[config.mk]
export PLATFORM = sky130hd
export DESIGN_NAME = serial_frame_parser_xor_check
export DESIGN_NICKNAME = d
export VERILOG_FILES = /design/src/hw/rtl/sfp_pkg.sv /design/src/hw/rtl/serial_frame_parser_xor_check.sv /design/src/hw/rtl/sfp_parse.sv
export SDC_FILE = /design/constraint.sdc
export NUM_CORES = 1
export LEC_CHECK = 0
export BUFFER_PORTS_ARGS = -buffer_cell sky130_fd_sc_hd__buf_4
export CORE_UTILIZATION = 63
export DETAILED_ROUTE_END_ITERATION = 8
export GPL_ROUTABILITY_DRIVEN = 0
export PLACE_DENSITY = 0.85
export SYNTH_ARGS = -nofsm -noshare
export SYNTH_HDL_FRONTEND = slang
export SYNTH_SLANG_ARGS = --single-unit
[constraint.sdc]
create_clock -name clk_i -period 13.6 [get_ports clk_i]
set_input_delay 2.04 -clock clk_i [delete_from_list [all_inputs] [get_ports clk_i]]
set_output_delay 2.04 -clock clk_i [all_outputs]
set_load 0.02 [all_outputs]
[src/hw/rtl/sfp_pkg.sv]
// Types and constants of the serial frame parser.
package sfp_pkg;

  localparam logic [7:0] StartByte = 8'hFE;

  typedef enum logic [2:0] {
    PH_HUNT  = 3'd0,
    PH_LEN   = 3'd1,
    PH_CMD_A = 3'd2,
    PH_CMD_B = 3'd3,
    PH_DATA  = 3'd4,
    PH_CHECK = 3'd5
  } phase_e;

  typedef enum logic [1:0] {
    KIND_HEADER  = 2'd0,
    KIND_PAYLOAD = 2'd1,
    KIND_END     = 2'd2
  } kind_e;

  typedef struct packed {
    kind_e      kind;
    logic [7:0] frame_length;
    logic [7:0] command_first;
    logic [7:0] command_second;
    logic [7:0] payload_byte;
    logic [7:0] payload_index;
    logic       check_ok;
  } res_t;

endpackage

[src/hw/rtl/serial_frame_parser_xor_check.sv]
// Serial frame parser with XOR frame check.
// A result is registered into the output register, or into the skid register while the output stalls.
// Throughput: one byte per cycle while the input is not stalled; the parser step is a single registered pass.
// A skid register takes one result while the output stalls; input stalls once it is full.
// Reset clears the parse phase, length, count, command and check registers and
// empties the output and skid registers; the parser then hunts for a start byte.
module serial_frame_parser_xor_check (
  input  logic       clk_i,
  input  logic       rst_ni,
  input  logic       in_valid_i,
  output logic       in_stall_o,
  input  logic [7:0] rx_byte_i,
  output logic       out_valid_o,
  input  logic       out_stall_i,
  output logic [1:0] result_kind_o,
  output logic [7:0] frame_length_o,
  output logic [7:0] command_first_o,
  output logic [7:0] command_second_o,
  output logic [7:0] payload_byte_o,
  output logic [7:0] payload_index_o,
  output logic       check_ok_o
);
  import sfp_pkg::*;

  logic in_xfer;
  logic emit;
  res_t res;
  logic out_free;

  logic out_valid_q, out_valid_d;
  logic skid_valid_q, skid_valid_d;
  res_t out_q, out_d;
  res_t skid_q, skid_d;

  assign in_stall_o = skid_valid_q;
  assign in_xfer    = in_valid_i && !skid_valid_q;
  assign out_free   = !out_valid_q || !out_stall_i;

  sfp_parse u_parse (
    .clk_i     (clk_i),
    .rst_ni    (rst_ni),
    .xfer_i    (in_xfer),
    .rx_byte_i (rx_byte_i),
    .emit_o    (emit),
    .res_o     (res)
  );

  always_comb begin
    out_valid_d  = out_valid_q;
    out_d        = out_q;
    skid_valid_d = skid_valid_q;
    skid_d       = skid_q;
    if (out_free) begin
      // skid drains first; no new result can arrive while it is full
      if (skid_valid_q) begin
        out_valid_d  = 1'b1;
        out_d        = skid_q;
        skid_valid_d = 1'b0;
      end else begin
        out_valid_d = emit;
        out_d       = res;
      end
    end else if (emit) begin
      skid_valid_d = 1'b1;
      skid_d       = res;
    end
  end

  always_ff @(posedge clk_i or negedge rst_ni) begin
    if (!rst_ni) begin
      out_valid_q  <= 1'b0;
      skid_valid_q <= 1'b0;
    end else begin
      out_valid_q  <= out_valid_d;
      skid_valid_q <= skid_valid_d;
    end
  end

  always_ff @(posedge clk_i) begin
    out_q  <= out_d;
    skid_q <= skid_d;
  end

  assign out_valid_o      = out_valid_q;
  assign result_kind_o    = out_q.kind;
  assign frame_length_o   = out_q.frame_length;
  assign command_first_o  = out_q.command_first;
  assign command_second_o = out_q.command_second;
  assign payload_byte_o   = out_q.payload_byte;
  assign payload_index_o  = out_q.payload_index;
  assign check_ok_o       = out_q.check_ok;

endmodule

[src/hw/rtl/sfp_parse.sv]
// Frame parser state machine: one received byte per transfer, at most one result.
module sfp_parse (
  input  logic          clk_i,
  input  logic          rst_ni,
  input  logic          xfer_i,
  input  logic [7:0]    rx_byte_i,
  output logic          emit_o,
  output sfp_pkg::res_t res_o
);
  import sfp_pkg::*;

  phase_e     phase_q, phase_d;
  logic [7:0] length_q, length_d;
  logic [7:0] count_q, count_d;
  logic [7:0] cmd_q, cmd_d;
  logic [7:0] check_q, check_d;
  logic [7:0] count_inc;
  logic       emit;

  assign count_inc = count_q + 8'd1;

  // Next state
  always_comb begin
    phase_d  = phase_q;
    length_d = length_q;
    count_d  = count_q;
    cmd_d    = cmd_q;
    check_d  = check_q;
    case (phase_q)
      PH_HUNT: begin
        if (rx_byte_i == StartByte) phase_d = PH_LEN;
      end
      PH_LEN: begin
        length_d = rx_byte_i;
        count_d  = 8'd0;
        check_d  = rx_byte_i;
        phase_d  = PH_CMD_A;
      end
      PH_CMD_A: begin
        cmd_d   = rx_byte_i;
        check_d = check_q ^ rx_byte_i;
        phase_d = PH_CMD_B;
      end
      PH_CMD_B: begin
        check_d = check_q ^ rx_byte_i;
        phase_d = (length_q != 8'd0) ? PH_DATA : PH_CHECK;
      end
      PH_DATA: begin
        check_d = check_q ^ rx_byte_i;
        count_d = count_inc;
        if (count_inc == length_q) phase_d = PH_CHECK;
      end
      PH_CHECK: begin
        phase_d = PH_HUNT;
      end
      default: begin
        phase_d = PH_HUNT;
      end
    endcase
  end

  // Result of the byte in hand
  always_comb begin
    emit                 = 1'b0;
    res_o.kind           = KIND_HEADER;
    res_o.frame_length   = length_q;
    res_o.command_first  = cmd_q;
    res_o.command_second = 8'd0;
    res_o.payload_byte   = 8'd0;
    res_o.payload_index  = 8'd0;
    res_o.check_ok       = 1'b0;
    case (phase_q)
      PH_CMD_B: begin
        emit                 = 1'b1;
        res_o.command_second = rx_byte_i;
      end
      PH_DATA: begin
        emit                = 1'b1;
        res_o.kind          = KIND_PAYLOAD;
        res_o.payload_byte  = rx_byte_i;
        res_o.payload_index = count_q;
      end
      PH_CHECK: begin
        emit           = 1'b1;
        res_o.kind     = KIND_END;
        res_o.check_ok = (check_q == rx_byte_i);
      end
      default: begin
        emit = 1'b0;
      end
    endcase
  end

  assign emit_o = xfer_i && emit;

  always_ff @(posedge clk_i or negedge rst_ni) begin
    if (!rst_ni) begin
      phase_q  <= PH_HUNT;
      length_q <= 8'd0;
      count_q  <= 8'd0;
      cmd_q    <= 8'd0;
      check_q  <= 8'd0;
    end else if (xfer_i) begin
      phase_q  <= phase_d;
      length_q <= length_d;
      count_q  <= count_d;
      cmd_q    <= cmd_d;
      check_q  <= check_d;
    end
  end

endmodule

# Yosys cells after proc, flatten, opt, wreduce, memory -nomap -nowiden
# Cells that the tools add are included.
# word_totals
ff_bits,123
inputBits,12
out_inout_bits,45
# op_classes
n_mux,15
n_addsub,1
n_bitwise,2
reduce_logical,19
n_eq_ne,10
# ops
op,count
$mux W43,1
$pmux W8 S2,2
$eq A8 B8 Y1,2
$mux W16,1
$pmux W3 S5,1
$reduce_and A2 Y1,5
$add A8 B1 Y8 const B,1
$eq A8 B8 Y1 const B,1
$mux W8,1
$reduce_bool A8 Y1,1
$xor A8 B8 Y8,1
$eq A3 B2 Y1 const B,2
$eq A3 B3 Y1 const B,2
$mux W1,6
$mux W3,2
$reduce_bool A2 Y1,3
$reduce_or A3 Y1,2
$ne A2 B1 Y1 const B,2
$pmux W2 S2,1
$eq A3 B1 Y1 const B,1
$logic_not A1 Y1,3
$logic_not A3 Y1,1
$reduce_and A3 Y1,1
$logic_and A1 B1 Y1,2
2 further kinds,2

# Logic depth before layout (Yosys ltp)
# logic_depth
ltp_word,6
depth_mapped,9
depth_no_buf,7

# By module
# From an unflattened synthesis, not the netlist that was laid out.
# unflattened
hier_cells,370
hier_area_um2,5456.5
# modules_own_cells
mod,instances,cells_per_inst,area_each_um2
serial_frame_parser_xor_check,1,141,3377.0
sfp_parse,1,229,2079.5

# Least setup slack after synthesis
# OpenSTA, ideal clock, no wires.
# synth_path
kind,input to register
from,input out_stall_i
to,"register skid_q[0] in the netlist's numbering, enable pin"
arrival_ns,6.288
setup_slack_ns,6.807
path_stages,2
t_required_ns,13.094
setup_time_ns,0.506
path_cell_list,nand2_1 nor3b_1
# synth_via
elab_chain_cells,4
# synth_lines
element,line,rtl
"start, declared",serial_frame_parser_xor_check.sv:14,"input logic out_stall_i,"
$logic_not A1 Y1,serial_frame_parser_xor_check.sv:37,assign out_free = !out_valid_q || !out_stall_i;
$logic_or A1 B1 Y1,serial_frame_parser_xor_check.sv:37,
$not A1 Y1 (no line),-,
$reduce_and A2 Y1 (no line),-,
"end signal, assigned",serial_frame_parser_xor_check.sv:81,skid_q <= skid_d;
"end, declared",serial_frame_parser_xor_check.sv:33,"res_t skid_q, skid_d;"
# Every way passes these cells.
# A chain may end at the register's enable or synchronous reset.

# Worst setup path after layout
# layout_path
from,"register skid_valid_q, in the netlist in_stall_o"
to,output in_stall_o
# layout_lines
element,line,rtl
"start, declared",serial_frame_parser_xor_check.sv:31,"logic skid_valid_q, skid_valid_d;"
"start signal, assigned",serial_frame_parser_xor_check.sv:75,skid_valid_q <= skid_valid_d;
"end, declared",serial_frame_parser_xor_check.sv:11,"output logic in_stall_o,"
# No word-level cell between the ends.

==> metrics.md <==
| Metric | Value |
|---|---|
| Total GRT Usage | `roughly 28%` |
| Cts hold-fix bufs | `0` |
| Fmax | `254 MHz` |
| Antenna Nets Post-Route | `0` |
| Power Density | `roughly 230 mW/mm^2` |
| Layout area overhead | `21.1%` |
| Chip width | `93.2 um` |
| Hold crit path type | `register to register` |
| Largest delay share family, worst path | `flip-flops` |
| # rows | `32` |
| CP peak stage delay | `about 1100 ps` |
| Setup Crit Path Kind | `register to output port` |
| Ys async rst share | `between 30% and 40%` |
| Remaining Overflow, GRT | `0` |
| CP required | `11,560 ps` |
| Cell area after synthesis | `0.00524 mm^2` |
| Nets | `roughly 420` |
| Detail Placement HPWL | `~5900 um` |
| CP endpoint kind | `output port` |
| Worst setup margin | `9670 ps` |
| Status | `completed` |
| DRC | `0` |
| Initial antenna violation count | `0` |
| Post-Route WL | `10,900 um` |
| Root Driver | `clkbuf_8` |
| Leak | `approximately 2.6 nW` |
| Worst path slowest cell | `dfrtp_2` |
| Number of flops mapped to enable cells by yosys | `86` |
| Clk sinks | `about 120` |
| CP Launch Type | `register` |
| Main synth FF type | `edfxtp_1` |
| Via count | `3,158` |
| CP arrival | `roughly 1900 ps` |
| Tcrit/Tclk final | `28.9%` |
| Synth cell types | `between 40 and 50` |
| Seq/Total Area, Yosys | `between 60% and 70%` |
| Core Area | `0.00789 mm^2` |
| Pre-CTS WS | `9770 ps` |
| Post-placement cell area | `0.00572 mm^2` |
| Cell area after layout | `0.00634 mm^2` |
| CTS tree | `done` |
| Syn_nets | `364` |
| Worst Reg2Reg Path Length in Cells | `5` |
| Post-CTS Setup Repair Bufs | `0` |
| Die height | `93.2 um` |
| YS warnings | `0` |
| Iteration-0 DRC Markers | `348` |
| Worst-Skew Late Latency | `520 ps` |
| Fin crit period | `3930 ps` |
| FF+latch count, synth | `123` |
| Die ar. | `0.00869 mm^2` |
| Setup_tns | `0 ps` |
| Largest net degree at the start of global routing | `50` |
| Fillers | `417` |
| Routed len/inst | `between 20 and 25 um` |
| Slew margin rel. | `27.9%` |
| First-pass GRT wire length | `roughly 17,000 um` |
| Hold path depth | `0` |
| Vias/cell | `about 6` |
| Number of global-route vias before repair | `between 3,000 and 4,000` |
| Inserted Diodes | `0` |
| Worst-margin pin slew | `between 1000 and 1500 ps` |
| Final Hold Viols | `0` |
| Final slew viol count | `0` |
| H-tree Lvls | `4` |
| Average size of a mapped cell | `approximately 15 um^2` |
| Num ports | `57` |
| Post-CTS sizing | `0` |
| Worst vdd ir | `0.155 mV` |
| Layout cells sized above 1 | `a little under two fifths` |
| Port buffer count | `56` |
| CTS clock-pin slew for the worst setup and hold paths | `60 ps` |
| Worst-path cell chain | `buf_4` |
| TritonCTS Buffers | `17` |
| MaxCap Viol Count | `0` |
| Drt pass-1 iters | `5` |
| Worst path depth | `1` |
| RSZ-0062 raised after global routing | `no` |
| Initial Utilization | `about two thirds` |
| Max FO, Critical Path | `49` |
| Skew final | `around 8.0 ps` |
| Clock tree buffer depth | `2` |
| Worst path bufs/invs | `1` |
| Final Setup Violations | `0` |
| Flop2flop setup slack | `10,890 ps` |
| Synth Instances | `351` |
==> cells in the mapped netlist, types with 2 or more instances <==
cell / number / area, um^2
a22o_1: 2 / 17.5
edfxtp_1: 86 / 2580
mux2i_1: 2 / 20.0
o21ai_0: 11 / 55.1
a21oi_1: 4 / 20.0
o31ai_1: 3 / 22.5
clkbuf_1: 3 / 11.3
mux2_2: 58 / 653
o211ai_1: 3 / 22.5
nand3_1: 2 / 10.0
dfrtp_1: 37 / 926
xnor2_1: 11 / 96.3
o41ai_1: 2 / 17.5
nand2b_1: 3 / 18.8
and3_1: 3 / 18.8
and2_1: 24 / 150
a21o_1: 2 / 15.0
nand2_1: 30 / 113
buf_2: 10 / 50.1
inv_2: 3 / 11.3
nor2b_1: 3 / 18.8
nand4_1: 3 / 18.8
nor2_1: 8 / 30.0
xor2_1: 14 / 123
buf_4: 2 / 15.0
nand3_2: 2 / 20.0
nor4_1: 2 / 12.5
==> where the power goes <==
part / internal, W / switching, W
clock: 0.000301 / 0.000175
combinational: 0.000173 / 0.000205
sequential: 0.000532 / 0.0000802
==> cell usage in the layout (no fill, tap or decap), types with 4 or more instances in the layout <==
master,instances
dfrtp_1,36
xnor2_1,11
xor2_1,14
buf_4,58
o21ai_0,11
bufinv_16,4
nor2_1,8
nand2_1,29
edfxtp_1,86
clkbuf_16,16
a21oi_1,4
inv_6,6
mux2_2,58
and2_1,24
==> final timing paths <==
check	start	end
worst min register to register	u_parse.cmd_q[6]	skid_q[31]
worst min-delay path	u_parse.cmd_q[6]	skid_q[31]
min in group asynchronous	rst_ni	u_parse.cmd_q[5]
worst max-delay path	in_stall_o	in_stall_o
max in group asynchronous	rst_ni	in_stall_o
worst max register to register	in_stall_o	u_parse.count_q[7]
==> kinds of logic after synthesis <==
| group | share of synthesized area [%] |
|---|---|
| and+or+nand+nor | 9.91 |
| DFF | 67.0 |
| muxes | 12.8 |
| xor gates and xnor gates | 4.18 |
| AOI/OAI and AO/OA | 3.84 |
| adders and majority gates | 0.239 |
| buffers and inverters | 2.03 |
==> metal layers <==
layer,vias to the layer above,GRT usage [%],routed length (um)
li1,1407,-,-
met1,1613,37.1,4620
met2,122,44.6,5610
met3,16,6.50,481
met4,0,9.36,171
met5,-,0,0
==> layout make-up <==
type / count / area [um^2] / share of cell area (%)
multi-input cells: 207 / 1630 / 25.7
repair buffers: 58 / 435 / 6.86
flip-flops and latches: 123 / 3510 / 55.3
clock buffers: 17 / 414 / 6.53
well taps: 102 / 128 / 2.01
clock inverters: 15 / 210 / 3.31
inverters: 4 / 15.0 / 0.237
==> metrics by stage <==
step	std cells	total power [W]	hold slack, ps	utilization, %
6_report	526	0.00147	470	80.4
5_1_grt	526	0.00153	493	80.4
4_1_cts	526	0.00148	476	80.4
3_3_place_gp	494	0.000967	448	72.5
2_1_floorplan	351	0.000852	439	-
3_5_place_dp	494	0.000985	463	72.5
==> registers in the layout (all words and copies together) (netlist names) <==
signal and cells:
out_valid_o 1, command_second_o 8, u_parse.length_q 8, u_parse.check_q 8
payload_index_o 8, payload_byte_o 8, check_ok_o 1, result_kind_o 2
u_parse.phase_q 3, u_parse.cmd_q 8, command_first_o 8, skid_q 43
u_parse.count_q 8, frame_length_o 8, in_stall_o 1
Power figures use the tool's default switching activity.
